===== config.mk =====
export PLATFORM = sky130hd
export DESIGN_NAME = selective_repeat_receiver_unit
export DESIGN_NICKNAME = d
export VERILOG_FILES = /design/src/design/srr_pkg.sv /design/src/design/srr_front.sv /design/src/design/srr_fifo.sv /design/src/design/srr_back.sv /design/src/design/selective_repeat_receiver_unit.sv
export SDC_FILE = /design/constraint.sdc
export NUM_CORES = 1
export LEC_CHECK = 0
export ABC_AREA = 1
export BUFFER_PORTS_ARGS = -buffer_cell sky130_fd_sc_hd__buf_4
export CAP_MARGIN = 20
export CORE_MARGIN = 5
export CORE_UTILIZATION = 43
export DETAILED_ROUTE_END_ITERATION = 6
export PLACE_DENSITY = 0.66
export SETUP_SLACK_MARGIN = 0.15
export SLEW_MARGIN = 20
export SYNTH_ARGS = -nofsm -noshare
export SYNTH_HDL_FRONTEND = slang
export SYNTH_HIERARCHICAL = 1
export SYNTH_SLANG_ARGS = --single-unit

===== constraint.sdc =====
create_clock -name i_clk -period 13.6 [get_ports i_clk]
set_input_delay 2.04 -clock i_clk [delete_from_list [all_inputs] [get_ports i_clk]]
set_output_delay 2.04 -clock i_clk [all_outputs]
set_load 0.01 [all_outputs]

===== src/design/srr_pkg.sv =====
`timescale 1ns / 1ps

package srr_pkg;

    typedef struct packed {
        logic [2:0]  seq_num;
        logic        check_ok;
        logic [63:0] payload_word;
    } t_in_word;

    typedef struct packed {
        logic signed [3:0] ack_num;
        logic              deliver;
        logic [63:0]       payload_out;
        logic              last_of_run;
    } t_out_word;

    typedef struct packed {
        logic [2:0]  seq_num;
        logic        beyond;
        logic [63:0] payload;
    } t_queue_word;

    typedef enum logic {
        BACK_IDLE,
        BACK_RUN
    } t_back_state;

    localparam logic signed [3:0] ACK_NONE = -4'sd1;

endpackage


===== src/design/srr_front.sv =====
`timescale 1ns / 1ps

module srr_front #(
    parameter int SEQ_SPACE = 8
) (
    input  logic                i_clk,
    input  logic                i_rst_n,
    input  logic                i_in_valid,
    output logic                o_in_stall,
    input  srr_pkg::t_in_word   i_in_word,
    output logic                o_q_valid,
    input  logic                i_q_full,
    output srr_pkg::t_queue_word o_q_word
);
    import srr_pkg::*;

    logic        r_valid;
    t_queue_word r_item;
    logic        accept;

    assign o_in_stall = r_valid && i_q_full;
    assign accept     = i_in_valid && !o_in_stall;
    assign o_q_valid  = r_valid;
    assign o_q_word   = r_item;

    // Corrupt words are dropped here; numbers past the sequence space are flagged.
    always_ff @(posedge i_clk) begin
        if (!i_rst_n) begin
            r_valid <= 1'b0;
        end else if (accept) begin
            r_valid <= i_in_word.check_ok;
        end else if (!i_q_full) begin
            r_valid <= 1'b0;
        end
    end

    always_ff @(posedge i_clk) begin
        if (accept) begin
            r_item.seq_num <= i_in_word.seq_num;
            r_item.beyond  <= (int'(i_in_word.seq_num) >= SEQ_SPACE);
            r_item.payload <= i_in_word.payload_word;
        end
    end

endmodule


===== src/design/srr_fifo.sv =====
`timescale 1ns / 1ps

module srr_fifo (
    input  logic                 i_clk,
    input  logic                 i_rst_n,
    input  logic                 i_push,
    input  srr_pkg::t_queue_word i_word,
    output logic                 o_full,
    output logic                 o_valid,
    input  logic                 i_pop,
    output srr_pkg::t_queue_word o_word
);
    import srr_pkg::*;

    t_queue_word r_mem [2];
    logic        r_wr_ptr;
    logic        r_rd_ptr;
    logic [1:0]  r_count;

    assign o_full  = (r_count == 2'd2);
    assign o_valid = (r_count != 2'd0);
    assign o_word  = r_mem[r_rd_ptr];

    always_ff @(posedge i_clk) begin
        if (i_push) begin
            r_mem[r_wr_ptr] <= i_word;
        end
    end

    always_ff @(posedge i_clk) begin
        if (!i_rst_n) begin
            r_wr_ptr <= 1'b0;
            r_rd_ptr <= 1'b0;
            r_count  <= 2'd0;
        end else begin
            if (i_push) begin
                r_wr_ptr <= !r_wr_ptr;
            end
            if (i_pop) begin
                r_rd_ptr <= !r_rd_ptr;
            end
            case ({i_push, i_pop})
                2'b10:   r_count <= r_count + 2'd1;
                2'b01:   r_count <= r_count - 2'd1;
                default: r_count <= r_count;
            endcase
        end
    end

endmodule


===== src/design/srr_back.sv =====
`timescale 1ns / 1ps

module srr_back #(
    parameter int WINDOW    = 4,
    parameter int SEQ_SPACE = 8
) (
    input  logic                 i_clk,
    input  logic                 i_rst_n,
    input  logic                 i_q_valid,
    input  srr_pkg::t_queue_word i_q_word,
    output logic                 o_q_pop,
    output logic                 o_out_valid,
    input  logic                 i_out_stall,
    output srr_pkg::t_out_word   o_out_word
);
    import srr_pkg::*;

    localparam int SW = (SEQ_SPACE > 2) ? $clog2(SEQ_SPACE) : 1;
    localparam int DW = ((SW > 5) ? SW : 5) + 2;
    localparam int IW = (WINDOW > 1) ? $clog2(WINDOW) : 1;
    localparam int AW = (SW > 4) ? SW : 4;

    t_back_state       r_state, n_state;
    logic [SW-1:0]     r_base, n_base;
    logic [WINDOW-1:0] r_held, n_held;
    logic [63:0]       r_slot [WINDOW];
    logic signed [3:0] r_last_ack, n_last_ack;
    logic              r_out_valid;
    t_out_word         r_out;

    t_out_word         n_out;
    logic              emit;
    logic              out_free;
    logic              wr_en;
    logic [IW-1:0]     wr_idx;
    logic              shift;
    logic [DW-1:0]     diff_raw;
    logic [DW-1:0]     diff;
    logic              in_window;
    logic [WINDOW-1:0] held_up;
    logic [SW-1:0]     base_inc;
    logic [AW-1:0]     base_wide;

    assign out_free    = !r_out_valid || !i_out_stall;
    assign o_out_valid = r_out_valid;
    assign o_out_word  = r_out;

    assign diff_raw  = DW'(i_q_word.seq_num) + DW'(SEQ_SPACE) - DW'(r_base);
    assign diff      = (diff_raw >= DW'(SEQ_SPACE)) ? diff_raw - DW'(SEQ_SPACE) : diff_raw;
    assign in_window = !i_q_word.beyond && (diff < DW'(WINDOW));
    assign wr_idx    = diff[IW-1:0];
    assign held_up   = r_held >> 1;
    assign base_inc  = (r_base == SW'(SEQ_SPACE - 1)) ? '0 : r_base + 1'b1;
    assign base_wide = AW'(r_base);

    always_comb begin
        n_state    = r_state;
        n_base     = r_base;
        n_held     = r_held;
        n_last_ack = r_last_ack;
        n_out      = '0;
        emit       = 1'b0;
        o_q_pop    = 1'b0;
        wr_en      = 1'b0;
        shift      = 1'b0;
        case (r_state)
            BACK_IDLE: begin
                if (i_q_valid && out_free) begin
                    o_q_pop = 1'b1;
                    if (!in_window) begin
                        emit              = 1'b1;
                        n_out.ack_num     = $signed({1'b0, i_q_word.seq_num});
                        n_out.last_of_run = 1'b1;
                    end else begin
                        if (!r_held[wr_idx]) begin
                            wr_en          = 1'b1;
                            n_held[wr_idx] = 1'b1;
                        end
                        if (diff != '0) begin
                            emit              = 1'b1;
                            n_out.ack_num     = r_last_ack;
                            n_out.last_of_run = 1'b1;
                        end else begin
                            n_state = BACK_RUN;
                        end
                    end
                end
            end
            BACK_RUN: begin
                if (out_free) begin
                    emit              = 1'b1;
                    shift             = 1'b1;
                    n_out.ack_num     = $signed(base_wide[3:0]);
                    n_out.deliver     = 1'b1;
                    n_out.payload_out = r_slot[0];
                    n_out.last_of_run = !held_up[0];
                    n_last_ack        = $signed(base_wide[3:0]);
                    n_held            = held_up;
                    n_base            = base_inc;
                    if (!held_up[0]) begin
                        n_state = BACK_IDLE;
                    end
                end
            end
            default: begin
                n_state = BACK_IDLE;
            end
        endcase
    end

    always_ff @(posedge i_clk) begin
        if (!i_rst_n) begin
            r_state     <= BACK_IDLE;
            r_base      <= '0;
            r_held      <= '0;
            r_last_ack  <= ACK_NONE;
            r_out_valid <= 1'b0;
        end else begin
            r_state    <= n_state;
            r_base     <= n_base;
            r_held     <= n_held;
            r_last_ack <= n_last_ack;
            if (out_free) begin
                r_out_valid <= emit;
            end
        end
    end

    always_ff @(posedge i_clk) begin
        if (out_free && emit) begin
            r_out <= n_out;
        end
    end

    always_ff @(posedge i_clk) begin
        if (wr_en) begin
            r_slot[wr_idx] <= i_q_word.payload;
        end else if (shift) begin
            for (int k = 0; k < WINDOW - 1; k++) begin
                r_slot[k] <= r_slot[k + 1];
            end
        end
    end

endmodule


===== src/design/selective_repeat_receiver_unit.sv =====
`timescale 1ns / 1ps
// An accepted word is held in the front register, then pushed into the queue when it is
// not full. Its first result is registered at the output, via the run state for a word
// at the window base, which releases a run of deliveries, one result per cycle while the
// output is not stalled; other checked words give one acknowledgement, corrupt ones none.
// Reset is synchronous and active low: it empties the queue, sets the window base
// to zero, clears all slot flags and sets the last acknowledgement to -1.

module selective_repeat_receiver_unit #(
    parameter int WINDOW    = 4,
    parameter int SEQ_SPACE = 8
) (
    input  logic               i_clk,
    input  logic               i_rst_n,
    input  logic               i_in_valid,
    output logic               o_in_stall,
    input  srr_pkg::t_in_word  i_in_word,
    output logic               o_out_valid,
    input  logic               i_out_stall,
    output srr_pkg::t_out_word o_out_word
);
    import srr_pkg::*;

    logic        front_valid;
    t_queue_word front_word;
    logic        q_full;
    logic        q_push;
    logic        q_valid;
    logic        q_pop;
    t_queue_word q_word;

    assign q_push = front_valid && !q_full;

    srr_front #(
        .SEQ_SPACE (SEQ_SPACE)
    ) u_front (
        .i_clk      (i_clk),
        .i_rst_n    (i_rst_n),
        .i_in_valid (i_in_valid),
        .o_in_stall (o_in_stall),
        .i_in_word  (i_in_word),
        .o_q_valid  (front_valid),
        .i_q_full   (q_full),
        .o_q_word   (front_word)
    );

    srr_fifo u_fifo (
        .i_clk   (i_clk),
        .i_rst_n (i_rst_n),
        .i_push  (q_push),
        .i_word  (front_word),
        .o_full  (q_full),
        .o_valid (q_valid),
        .i_pop   (q_pop),
        .o_word  (q_word)
    );

    srr_back #(
        .WINDOW    (WINDOW),
        .SEQ_SPACE (SEQ_SPACE)
    ) u_back (
        .i_clk       (i_clk),
        .i_rst_n     (i_rst_n),
        .i_q_valid   (q_valid),
        .i_q_word    (q_word),
        .o_q_pop     (q_pop),
        .o_out_valid (o_out_valid),
        .i_out_stall (i_out_stall),
        .o_out_word  (o_out_word)
    );

endmodule


* Word-level counts from Yosys, hierarchy flattened *
Memories as Yosys holds them, arrays and structs flattened. A register that Yosys moved wholly into a read port is not among the register bits.
Index checks and enable logic that the tools add are counted.

storage, ports and cells
  bits of input ports = 72
  logic and storage cells = 110
  memories kept = 2
  output and inout port bits = 72
  RAM bits = 390
  flip-flop bits (word level) = 155

memory list
  memory         depth  width  rd ports  clocked after Yosys merged registers in  write ports  RTL line        text
  u_back.r_slot  4      64     4         0                                        3            srr_back.sv:26  logic [63:0] r_slot [WINDOW];
  u_fifo.r_mem   2      67     1         1                                        1            srr_fifo.sv:15  t_queue_word r_mem [2];

operators by class
  add/sub/neg operators = 6
  $lt $le $gt $ge = 4
  mux-type cells = 50
  eq/ne operators = 9
  bitwise gates (word level) = 2
  reduce and logical (&&, ||, !) cells = 22

operators with widths
  kind                                                               number
  two-way mux 69 bit                                                 1
  two-way mux 64 bit                                                 1
  OR reduction 64 bit                                                1
  two-way mux 1 bit                                                  30
  two-way mux 4 bit                                                  7
  case mux 4 bit (2 select lines)                                    2
  greater-or-equal comparator 7 x 4 -> 1 bit, second input constant  1
  logical AND 1 bit                                                  7
  logical NOT 1 bit                                                  7
  less-than comparator 7 x 3 -> 1 bit, second input constant         1
  two-way mux 7 bit                                                  1
  nonzero test 7 bit                                                 1
  subtractor 7 x 3 -> 7 bit                                          1
  subtractor 7 x 4 -> 7 bit, second input constant                   1
  != test 2 bit, second input constant                               3
  case mux 1 bit (2 select lines)                                    3
  adder 3 x 4 -> 5 bit, second input constant                        1
  == test 2 bit, second input constant                               2
  != test 2 x 1 -> 1 bit, second input constant                      2
  bitwise OR 4 bit                                                   1
  case mux 2 bit (2 select lines)                                    1
  AND reduction 4 bit                                                1
  nonzero test 2 bit                                                 2
  adder 3 x 1 -> 3 bit, second input constant                        1
  14 further kinds                                                   14

* Depth between registers and ports, before layout *
Gate-level depths: netlist of the first run.

  depth after elaboration = 14
  gate-level depth with buffers = 15
  mapped depth without buffers = 13

* Cells and area by module *
The synthesis of the first run kept the hierarchy.

by module, submodules not included
  module                          cells an instance  area each (um^2)  instances
  srr_back                        1068               12982.5           1
  srr_fifo                        247                5223.8            1
  srr_front                       77                 2077.0            1
  selective_repeat_receiver_unit  2                  10.0              1

* Worst setup path before layout of the first run *
No wires, ideal clock.

  path type = input to register
  from = in i_out_stall
  to = mem u_back.r_slot[3][0], enable pin
  data required time = 13.035 ns
  library setup time = 0.565 ns
  stages = 5
  arrival = 6.967 ns
  setup slack = 6.069 ns
  cells stage by stage = nand2_1 > nand3_1 > nor2_1 > nand2_1 > nor3_1

RTL lines
  element             RTL line                              text
  start: declaration  selective_repeat_receiver_unit.sv:19  input logic i_out_stall,
  end: declaration    srr_back.sv:26

* Worst setup path after layout of the first run *
  from = in i_out_stall
  to = reg u_back.r_out_valid (netlist: u_back/o_out_valid)

on the way
  word-level cells in the longest chain between the ends = 5
  elaborated cells on any way between the ends = 6
  classes of those cells = mux: 3; reduce/logical: 3

ends and longest elaborated chain
  element                          RTL line         text
  logical NOT 1 bit (*)            srr_back.sv:44   assign out_free = !r_out_valid || !i_out_stall;
  logical OR 1 bit (*)             srr_back.sv:44
  logical AND 1 bit                srr_back.sv:68   if (i_q_valid && out_free) begin
  two-way mux 1 bit                srr_back.sv:68
  case mux 1 bit (2 select lines)  srr_back.sv:66   case (r_state)
  end signal: assignment           srr_back.sv:124  r_out_valid <= emit;
  end: declaration                 srr_back.sv:28   logic r_out_valid;

Mark *: on every way between the ends. The rest lies on a longest branch, timed or not.
A chain may end at the register's enable or synchronous reset.

==> impl_metrics.csv, run 1 <==
group,metric,value,unit
outcome,status,"finished clean",
clock_tree,insertion_delay,590,ps
grt,first_global_vias,10600,
clock_tree,cts-resized-gates,0,
setup_path,startpoint_type,"input port",
grt,grt_max_degree,101,
clock_tree,cts-root-buf,"clkbuf_16",
final_layout,drive_gt1_share,19.70,%
power,vdd_drop_max,0.0001207,V
detailed_routing,dr.pass1.iters,5,
setup_path,cp.required,14070,ps
logic_synthesis,syn_inst,1394,
detailed_routing,drc,0,
logic_synthesis,syn_nets,1472,
sta,final-setup-viol-count,0,
sta,final.period_utilization,36.63,%
power,seqPwrFrac,50.7,%
sta,maxSlewHeadroom,29.58,%
setup_path,slowest_stage,"buf_4",
sta,worstMarginPinSlew,1056,ps
final_layout,layout_commonest_cell,"edfxtp_1",
detailed_routing,postRouteAntennaNets,0,
die,ios,144,
die,core,0.04665,sq mm
sta,hold_viol,0,
sta,fmax,200.8,MHz
logic_synthesis,yosys.area.top_type,"edfxtp_1",
setup_path,critPathTopFamily,"buffers and inverters",
sta,setup_tns,0,ps
setup_path,crit_fanout,99,
detailed_routing,routed_wl,35.81,mm
logic_synthesis,synth_top_area_share,78.28,%
logic_synthesis,synth-warning-count,6,
logic_synthesis,synthDistinctLibCells,32,
detailed_routing,wl_per_cell,16.23,um
place,dp_hpwl,20.93,mm
die,die_area,0.05164,sq mm
clock_tree,cts_setup_buffers,0,
clock_tree,clk_pin_slew_worst_paths,60,ps
die,die_height,227.2,um
setup_path,worstPathArrival,5450,ps
detailed_routing,vias_per_cell,4.671,
power,intPower,3.283,mW
power,p_leak,9.057,nW
clock_tree,cts_sinks,548,
final_layout,layout_common_cells,"edfxtp_1, nand2_1, buf_4",
clock_tree,cts_hold_buffers,0,
sta,rsz0062_at_grt,"no",
power,switching_power,1.100,mW
sta,holdWs,439.0,ps
power,p_clk_share,33.6,%
grt,antenna_found_initial,0,
place,place_area,0.02194,sq mm
final_layout,nets,1632,
grt,grt_overflow_total,0,
clock_tree,ctsHtreeMaxLevel,2,
logic_synthesis,yosysSeqAreaShare,80.15,%
logic_synthesis,ys_top_cells_by_area,"edfxtp_1, nand2_1, mux2_2",
clock_tree,cts_buffer_depth,3,
setup_path,cp_num_buf_inv,6,
setup_path,path_class,"in2reg",
sta,finClkSkew,19.63,ps
detailed_routing,vias,10300,
sta,slew_violations,0,
power,p_comb_share,15.7,%
setup_path,cpPeakStageDelay,850,ps
die,rows,79,
setup_path,critPathCaptureType,"flip-flop",
power,switching_share,25.09,%
die,start_util,43.50,%
final_layout,diodes,0,
detailed_routing,drtIter0Drc,572,
place,dp_cells,2106,
logic_synthesis,syn_area_per_cell,14.56,sq um
worst_hold_path,hold_class,"reg2reg",
setup_path,cpMostUsedCell,"buf_4",
sta,min_period,4981,ps
clock_tree,cts_buffers,53,
clock_tree,cts_tree,"built",
final_layout,final_cells,2206,
final_layout,syn_to_final_growth,16.83,%
power,p_per_area,184.9,mW/mm^2
power,total_power,4.382,mW
grt,grt_first_pass_wirelength,56.27,mm
die,die_x,227.2,um
place,gp_congestion,0.7727,
place,numPortBuffers,143,
job,drv_cap,0,
logic_synthesis,synth_area,0.02029,sq mm
final_layout,fin_area,0.02371,sq mm
setup_path,cp_cell_sequence,"buf_4 -> nand2_1 -> inv_2 -> nor2_4 -> buf_4 -> inv_6 -> buf_4 -> nand2_4 -> o21ai_0 -> inv_1",
logic_synthesis,ys_ff_latch,548,
grt,track_usage,13.86,%
==> final timing paths <==
kind              slack (ps)              endpoint            startpoint  cells after the start
setup reg to reg        9080  u_back/r_slot[3][53]             flip-flop                     10
setup / recovery        8620    u_back/o_out_valid           i_out_stall                     10
hold / removal           440   u_fifo/r_mem[1][47]  u_front/o_q_word[47]                      0
hold reg to reg          440   u_fifo/r_mem[1][47]  u_front/o_q_word[47]                      0
==> power groups by stage <==
| stage | logic [mW] | registers, mW | clock network, mW |
|---|---|---|---|
| final | 0.688 | 2.22 | 1.47 |
| after floorplan | 0.395 | 2.28 | 0 |
| after detailed placement | 0.703 | 2.26 | 0 |
| after CTS | 0.707 | 2.23 | 1.52 |
| after global routing | 0.769 | 2.24 | 1.59 |
| after global placement | 0.682 | 2.26 | 0 |
==> area by class of cell <==
| type | instances | area, sq um |
|---|---|---|
| clock buffers | 64 | 1368 |
| clock inverters | 36 | 397.9 |
| fillers | 3920 | 22950 |
| inverters | 102 | 389.1 |
| multi-input cells | 698 | 3391 |
| flip-flops and latches | 548 | 16270 |
| well taps | 607 | 759.5 |
| repair buffers | 151 | 1134 |
==> state kept, by name, indices dropped and copies added (netlist names), named ones only <==
register,flops
u_back/r_slot,256
u_fifo/r_mem,136
u_back/o_out_word,70
u_front/o_q_word,67
u_back/r_held,4
u_back/r_last_ack,4
u_back/r_base,3
u_fifo/r_count,2
u_back/o_out_valid,1
u_back/r_state,1
u_fifo/r_rd_ptr,1
u_fifo/r_wr_ptr,1
u_front/o_q_valid,1
==> logic make-up (layout without fill, tap and decap cells) <==
kind of cell	after synthesis	in the layout	synth area share, %
buf+inv	148	353	3.385
flops	548	548	80.15
fa+ha+maj	6	6	0.4069
other cells	1	1	0.01848
simple gates	602	602	11.31
mux	68	68	4.143
compound gates	21	21	0.5796
==> cells in the mapped netlist <==
| library cell | count |
|---|---|
| a21oi_1 | 6 |
| nor3_1 | 1 |
| a21boi_0 | 1 |
| clkbuf_1 | 3 |
| buf_6 | 3 |
| nor2_2 | 1 |
| o211ai_1 | 2 |
| nor2_1 | 81 |
| nand2_1 | 502 |
| mux2_2 | 48 |
| edfxtp_1 | 529 |
| ha_1 | 5 |
| nand2_2 | 1 |
| o21ai_1 | 1 |
| conb_1 | 1 |
| mux2_4 | 20 |
| fa_1 | 1 |
| buf_8 | 2 |
| or2_1 | 1 |
| nand3_1 | 12 |
| nor4_1 | 1 |
| inv_1 | 98 |
| a21oi_2 | 1 |
| o21ai_0 | 9 |
| buf_1 | 1 |
| nor2_4 | 1 |
| buf_4 | 16 |
| inv_2 | 4 |
| nand4_1 | 1 |
| o22ai_1 | 1 |
| dfxtp_1 | 19 |
| buf_2 | 21 |
==> stage by stage <==
step                utilization [%]  setup WS (ps)
finish                        50.82           8619
global route                  50.82           8137
CTS                           50.82           8497
detailed placement            47.03           7863
global placement              47.03           7859
floorplan                         -           6069
==> metal layers <==
metal / vias to the layer above / track usage (%) / part of all wire, % / wire (um)
li1: 5064 / - / - / -
met1: 4993 / 17.56 / 42 / 15060
met2: 195 / 24.20 / 51 / 18320
met3: 52 / 2.463 / 4.4 / 1580
met4: 0 / 4.900 / 2.4 / 855
met5: - / 0 / 0 / 0
No activity file was read; power rests on OpenSTA's default activity.
==> run 2: changes to the inputs <==
Clock period 13.6 ns to 5 ns, I/O delays scaled along.
==> run 2 against run 1 <==
Power grew to 2.7 times the previous value. Die area did not move. Utilization shrank 0.32 points. Final cell count down 0.23%. Clock skew decreased by 0.51 ps. Combinational power rose to 2.7 times the previous value. Setup slack lost 7300 ps. Final area fell by 0.62%. Global-route usage up 0.23 points. Clock power grew to 2.5 times the previous value.
==> impl_metrics.csv, run 2 (synthesis gave the netlist of run 1 again) <==
group,metric,value,unit
outcome,status,"finished clean",
sta,finClkSkew,19.12,ps
power,vdd_drop_max,0.0002967,V
sta,final.period_utilization,73.22,%
grt,first_global_vias,10710,
detailed_routing,vias,10350,
place,dp_hpwl,21.99,mm
sta,rsz0062_at_grt,"no",
setup_path,path_class,"reg2reg",
setup_path,startpoint_type,"flip-flop",
sta,slew_violations,0,
final_layout,layout_common_cells,"edfxtp_1, nand2_1, buf_4",
final_layout,layout_commonest_cell,"edfxtp_1",
detailed_routing,dr.pass1.iters,5,
setup_path,crit_fanout,64,
final_layout,drive_gt1_share,18.82,%
final_layout,syn_to_final_growth,16.10,%
setup_path,cpPeakStageDelay,730,ps
final_layout,top_register,"u_back/r_slot",
grt,grt_max_degree,116,
worst_hold_path,hold_end,"u_front/o_q_word[29]",
die,die_x,227.2,um
setup_path,cp_cell_sequence,"buf_4 -> mux2_2 -> inv_1 -> nand3_1 -> nor2_1 -> nand2_1 -> nor3_4 -> buf_4",
final_layout,nets,1631,
die,die_area,0.05164,sq mm
grt,grt_overflow_total,0,
sta,maxSlewHeadroom,31.01,%
power,switching_power,2.964,mW
final_layout,diodes,0,
die,ios,144,
place,gp_congestion,0.7498,
grt,antenna_found_initial,0,
power,p_leak,8.968,nW
detailed_routing,wl_per_cell,16.55,um
detailed_routing,drc,0,
power,seqPwrFrac,51.9,%
setup_path,worstRegToRegCells,8,
sta,worstMarginPinSlew,1035,ps
die,die_height,227.2,um
worst_hold_path,hold_class,"in2reg",
setup_path,slowest_stage,"buf_4",
clock_tree,cts_buffer_depth,3,
setup_path,cp.required,5210,ps
grt,grt_first_pass_wirelength,57.24,mm
clock_tree,cts_tree,"built",
detailed_routing,routed_wl,36.42,mm
setup_path,cp_num_buf_inv,3,
place,numPortBuffers,143,
die,start_util,43.50,%
clock_tree,cts-root-buf,"clkbuf_16",
die,core,0.04665,sq mm
detailed_routing,vias_per_cell,4.702,
setup_path,r2r_slack,1340,ps
sta,final-setup-viol-count,0,
final_layout,largest_reg_flops,256,
setup_path,critPathTopFamily,"buffers and inverters",
setup_path,cpMostUsedCell,"buf_4",
worst_hold_path,min_from,"i_in_word[29]",
detailed_routing,drtIter0Drc,737,
power,p_clk_share,31.8,%
sta,fmax,273.1,MHz
power,p_comb_share,16.3,%
setup_path,critPathCaptureType,"flip-flop",
grt,track_usage,14.09,%
clock_tree,cts_hold_buffers,0,
sta,hold_viol,0,
sta,min_period,3661,ps
clock_tree,insertion_delay,590,ps
place,place_ws,1344,ps
worst_hold_path,min_delay_path_depth,1,
sta,setup_tns,0,ps
setup_path,reg2reg_to,"u_back/r_slot[3][40]",
clock_tree,cts_buffers,52,
detailed_routing,postRouteAntennaNets,0,
clock_tree,cts_setup_buffers,0,
power,p_per_area,494.8,mW/mm^2
power,switching_share,25.42,%
clock_tree,cts-resized-gates,0,
clock_tree,clk_pin_slew_worst_paths,60,ps
setup_path,worstPathArrival,3870,ps
job,drv_cap,0,
sta,fin_ws,1339,ps
die,rows,79,
clock_tree,ctsHtreeMaxLevel,2,
clock_tree,cts_sinks,548,
power,intPower,8.695,mW
==> run 2: worst max-delay path by stage <==
stage	start	to	slack [ps]	cells after the start
finish	flip-flop	u_back/r_slot[3][40]	1340	8
global route	flip-flop	u_back/r_slot[3][23]	1110	8
CTS	flip-flop	u_back/r_slot[3][19]	1320	8
detailed placement	flip-flop	u_back/r_slot[3][50]	1340	8
global placement	flip-flop	u_back/r_slot[3][23]	1400	8
floorplan	flip-flop	u_back/r_slot[3][0]	160	11
==> run 2: power by group through the flow <==
stage | logic (mW) | clock network, mW | registers (mW)
final | 1.89 | 3.71 | 6.06
after global routing | 2.11 | 4.01 | 6.11
after CTS | 1.93 | 3.82 | 6.07
after detailed placement | 1.93 | 0 | 6.16
after global placement | 1.87 | 0 | 6.16
after floorplan | 1.08 | 0 | 6.20
==> run 2: cell type report <==
cell class / count / area, sq um
clock buffer: 79 / 1476
timing repair buffer: 151 / 1137
multi-input combinational: 698 / 3397
fill: 3923 / 23090
inverter: 102 / 389.1
tap: 607 / 759.5
sequential: 548 / 16270
clock inverter: 16 / 131.4
==> run 2: worst reg2reg max path, delay by kind of cell, from the launching register on <==
family,cells,cell delay (ps)
muxes,1,420
buffers and inverters,3,1530
and+or+nand+nor,4,730
DFF,1,560
==> run 2: per-layer routing <==
metal	up-vias	share of wire [%]	GRT usage, %	wire length, um
met5	-	0	0	0
met4	0	2.5	5.305	926
met3	61	5.2	2.863	1879
met2	226	50	24.21	18350
met1	4994	42	17.81	15270
li1	5069	-	-	-
==> run 2: metrics by stage <==
stage / utilization, % / instance area (sq um) / total power [mW] / std cells / hold slack, ps
floorplan: - / 20300 / 7.276 / 1394 / 419.1
global placement: 47.04 / 21950 / 8.028 / 2106 / 425.4
detailed placement: 47.04 / 21950 / 8.093 / 2106 / 432.1
CTS: 50.49 / 23560 / 11.83 / 2201 / 296.8
global route: 50.50 / 23560 / 12.23 / 2201 / 309.8
finish: 50.50 / 23560 / 11.66 / 2201 / 338.6
==> run 3: changes to the inputs <==
Settings changed: ABC_AREA 1 to 0.
Clock period 5 ns to 3.4 ns, I/O delays scaled along.
==> run 3 against run 2 <==
Utilization up 0.43 points. Clock power is 49% higher. Maximum frequency grew 30%. Sequential cell count unchanged. Combinational power is 47% higher. Worst hold slack got worse by 250 ps. Power is 47% higher. Largest cell class unchanged. Highest routed layer unchanged.
==> impl_metrics.csv, run 3 <==
group,metric,value,unit
logic_synthesis,yosysSeqAreaShare,81.16,%
place,dp_cells,2000,
place,gp_congestion,0.8059,
place,place_ws,630.5,ps
die,die_area,0.05102,sq mm
sta,hold_viol,0,
detailed_routing,postRouteAntennaNets,0,
logic_synthesis,synth-simple-area-share,12.00,%
grt,track_usage,14.39,%
power,p_per_area,725.8,mW/mm^2
place,numPortBuffers,143,
logic_synthesis,synthDistinctLibCells,50,
final_layout,final_cells,2100,
logic_synthesis,synth-warning-count,6,
die,die_height,225.9,um
final_layout,drive_gt1_share,22.64,%
grt,first_global_vias,10510,
grt,grt_first_pass_wirelength,57.75,mm
logic_synthesis,syn_area_per_cell,15.64,sq um
logic_synthesis,yosys.cell_count.top_type,"edfxtp_1",
sta,slew_violations,0,
final_layout,layout_commonest_cell,"edfxtp_1",
final_layout,fin_util,50.93,%
sta,fmax,353.9,MHz
power,vdd_drop_max,0.0003919,V
logic_synthesis,yosys.area.top_type,"edfxtp_1",
clock_tree,cts_tree,"built",
final_layout,diodes,0,
sta,fin_ws,574.0,ps
logic_synthesis,ys_ff_latch,548,
final_layout,top_register,"u_back/r_slot",
final_layout,nets,1527,
clock_tree,cts-root-buf,"clkbuf_16",
clock_tree,ctsHtreeMaxLevel,2,
clock_tree,cts_sinks,548,
setup_path,crit_fanout,64,
detailed_routing,dr.pass1.iters,5,
grt,grt_max_degree,92,
sta,maxSlewHeadroom,31.24,%
place,dp_hpwl,23.15,mm
detailed_routing,drc,0,
clock_tree,cts-resized-gates,0,
detailed_routing,vias,10060,
detailed_routing,drtIter0Drc,790,
sta,worstMarginPinSlew,1031,ps
final_layout,syn_to_final_growth,17.81,%
logic_synthesis,ys_async_sr_fraction,0,%
sta,holdWs,91.67,ps
setup_path,worstPathArrival,3070,ps
clock_tree,cts_buffers,54,
logic_synthesis,synth_area,0.02004,sq mm
logic_synthesis,synth.area.mux_share,3.821,%
clock_tree,cts_buffer_depth,3,
logic_synthesis,synthAdderAreaFrac,0.4121,%
grt,grt_overflow_total,0,
logic_synthesis,synth-compound-area-share,0.8990,%
worst_hold_path,hold_class,"in2reg",
setup_path,slowest_stage,"fa_2",
clock_tree,cts_setup_buffers,0,
setup_path,critPathCaptureType,"flip-flop",
final_layout,layout_common_cells,"edfxtp_1, nand2_1, buf_4",
outcome,status,"finished clean",
logic_synthesis,synth-main-ff-cell,"edfxtp_1",
logic_synthesis,syn_inst,1281,
logic_synthesis,synth-edff-count,529,
setup_path,path_class,"reg2reg",
sta,finClkSkew,16.23,ps
die,die_x,225.9,um
clock_tree,cts_hold_buffers,0,
final_layout,largest_reg_flops,256,
logic_synthesis,ys_top_cells_by_area,"edfxtp_1, nand2_1, mux2_2",
sta,rsz0062_at_grt,"no",
sta,final-setup-viol-count,0,
detailed_routing,vias_per_cell,4.792,
power,p_leak,8.711,nW
clock_tree,insertion_delay,590,ps
die,ios,144,
setup_path,startpoint_type,"flip-flop",
job,drv_cap,0,
grt,antenna_found_initial,0,
die,rows,79,
logic_synthesis,synth_top_area_share,79.27,%
logic_synthesis,syn_nets,1359,
detailed_routing,routed_wl,36.57,mm
logic_synthesis,synth_top_family_by_area,"simple AND/OR/NAND/NOR gates",
setup_path,cp.required,3640,ps
setup_path,cpPeakStageDelay,460,ps
sta,final.period_utilization,83.12,%
detailed_routing,wl_per_cell,17.42,um
clock_tree,clk_pin_slew_worst_paths,60,ps
logic_synthesis,synth_common_cells,"edfxtp_1, nand2_1, mux2_2, and3_1, buf_2",
logic_synthesis,synth-xor-area-share,0.2123,%
sta,min_period,2826,ps
die,start_util,43.23,%
die,core,0.04636,sq mm
setup_path,cp_cell_sequence,"mux2_4 -> inv_2 -> ha_4 -> fa_2 -> nor2_1 -> nand4_1 -> o21ai_4 -> buf_12",
-- run 3: layer usage --
layer	global-route usage (%)	wire [um]	part of all wire [%]
met5	0	0	0
met4	4.100	814	2.2
met3	3.211	1932	5.3
met2	24.88	18650	51
met1	18.41	15180	41
-- run 3: cells by family (layout without fill, tap and decap cells) --
logic type      count (synthesis)  count (layout)
flops                         548             548
buf+inv                        60             272
fa+ha+maj                       6               6
compound gates                 25              25
xor+xnor                        4               4
simple gates                  569             569
other cells                     1               1
mux                            68              68
-- run 3: through the flow --
step	cell area (sq um)	TNS [ps]	power (mW)
6_report	23610	0	17.14
3_3_place_gp	21950	0	11.70
5_1_grt	23610	0	17.96
2_1_floorplan	20120	-37180	10.55
4_1_cts	23610	0	17.39
3_5_place_dp	21950	0	11.79
-- run 3: power by group --
part | total (mW) | switching [mW] | leakage, nW | internal, mW
sequential | 8.82 | 0.275 | 5.03 | 8.55
clock | 5.54 | 2.37 | 0.809 | 3.18
combinational | 2.77 | 1.69 | 2.87 | 1.08
-- run 3: area by class of cell --
cell class / count / area (sq um)
clock buffers: 70 / 1421
clock inverters: 30 / 239.0
fillers: 3805 / 22750
inverters: 6 / 27.53
multi-input cells: 673 / 3583
flip-flops and latches: 548 / 16270
well taps: 607 / 759.5
repair buffers: 166 / 1309
-- run 3: worst max-delay path: cells and delay by family, from the launching register on --
family	cells	cell delay (ps)
flip-flops	1	370
AO/OA/AOI/OAI	1	260
multiplexers	1	300
adder cells (fa/ha/maj)	2	610
AND/OR/NAND/NOR	2	450
buffers and inverters	2	400
-- run 3: path summary, 6_finish.rpt --
path,from,to,slack [ps],depth (start not counted)
max,flip-flop,u_back/r_slot[2][48],570,8
max reg2reg,flip-flop,u_back/r_slot[2][48],570,8
min,i_in_word[30],u_front/o_q_word[30],90,1
min reg2reg,u_front/o_q_word[43],u_fifo/r_mem[1][43],440,0
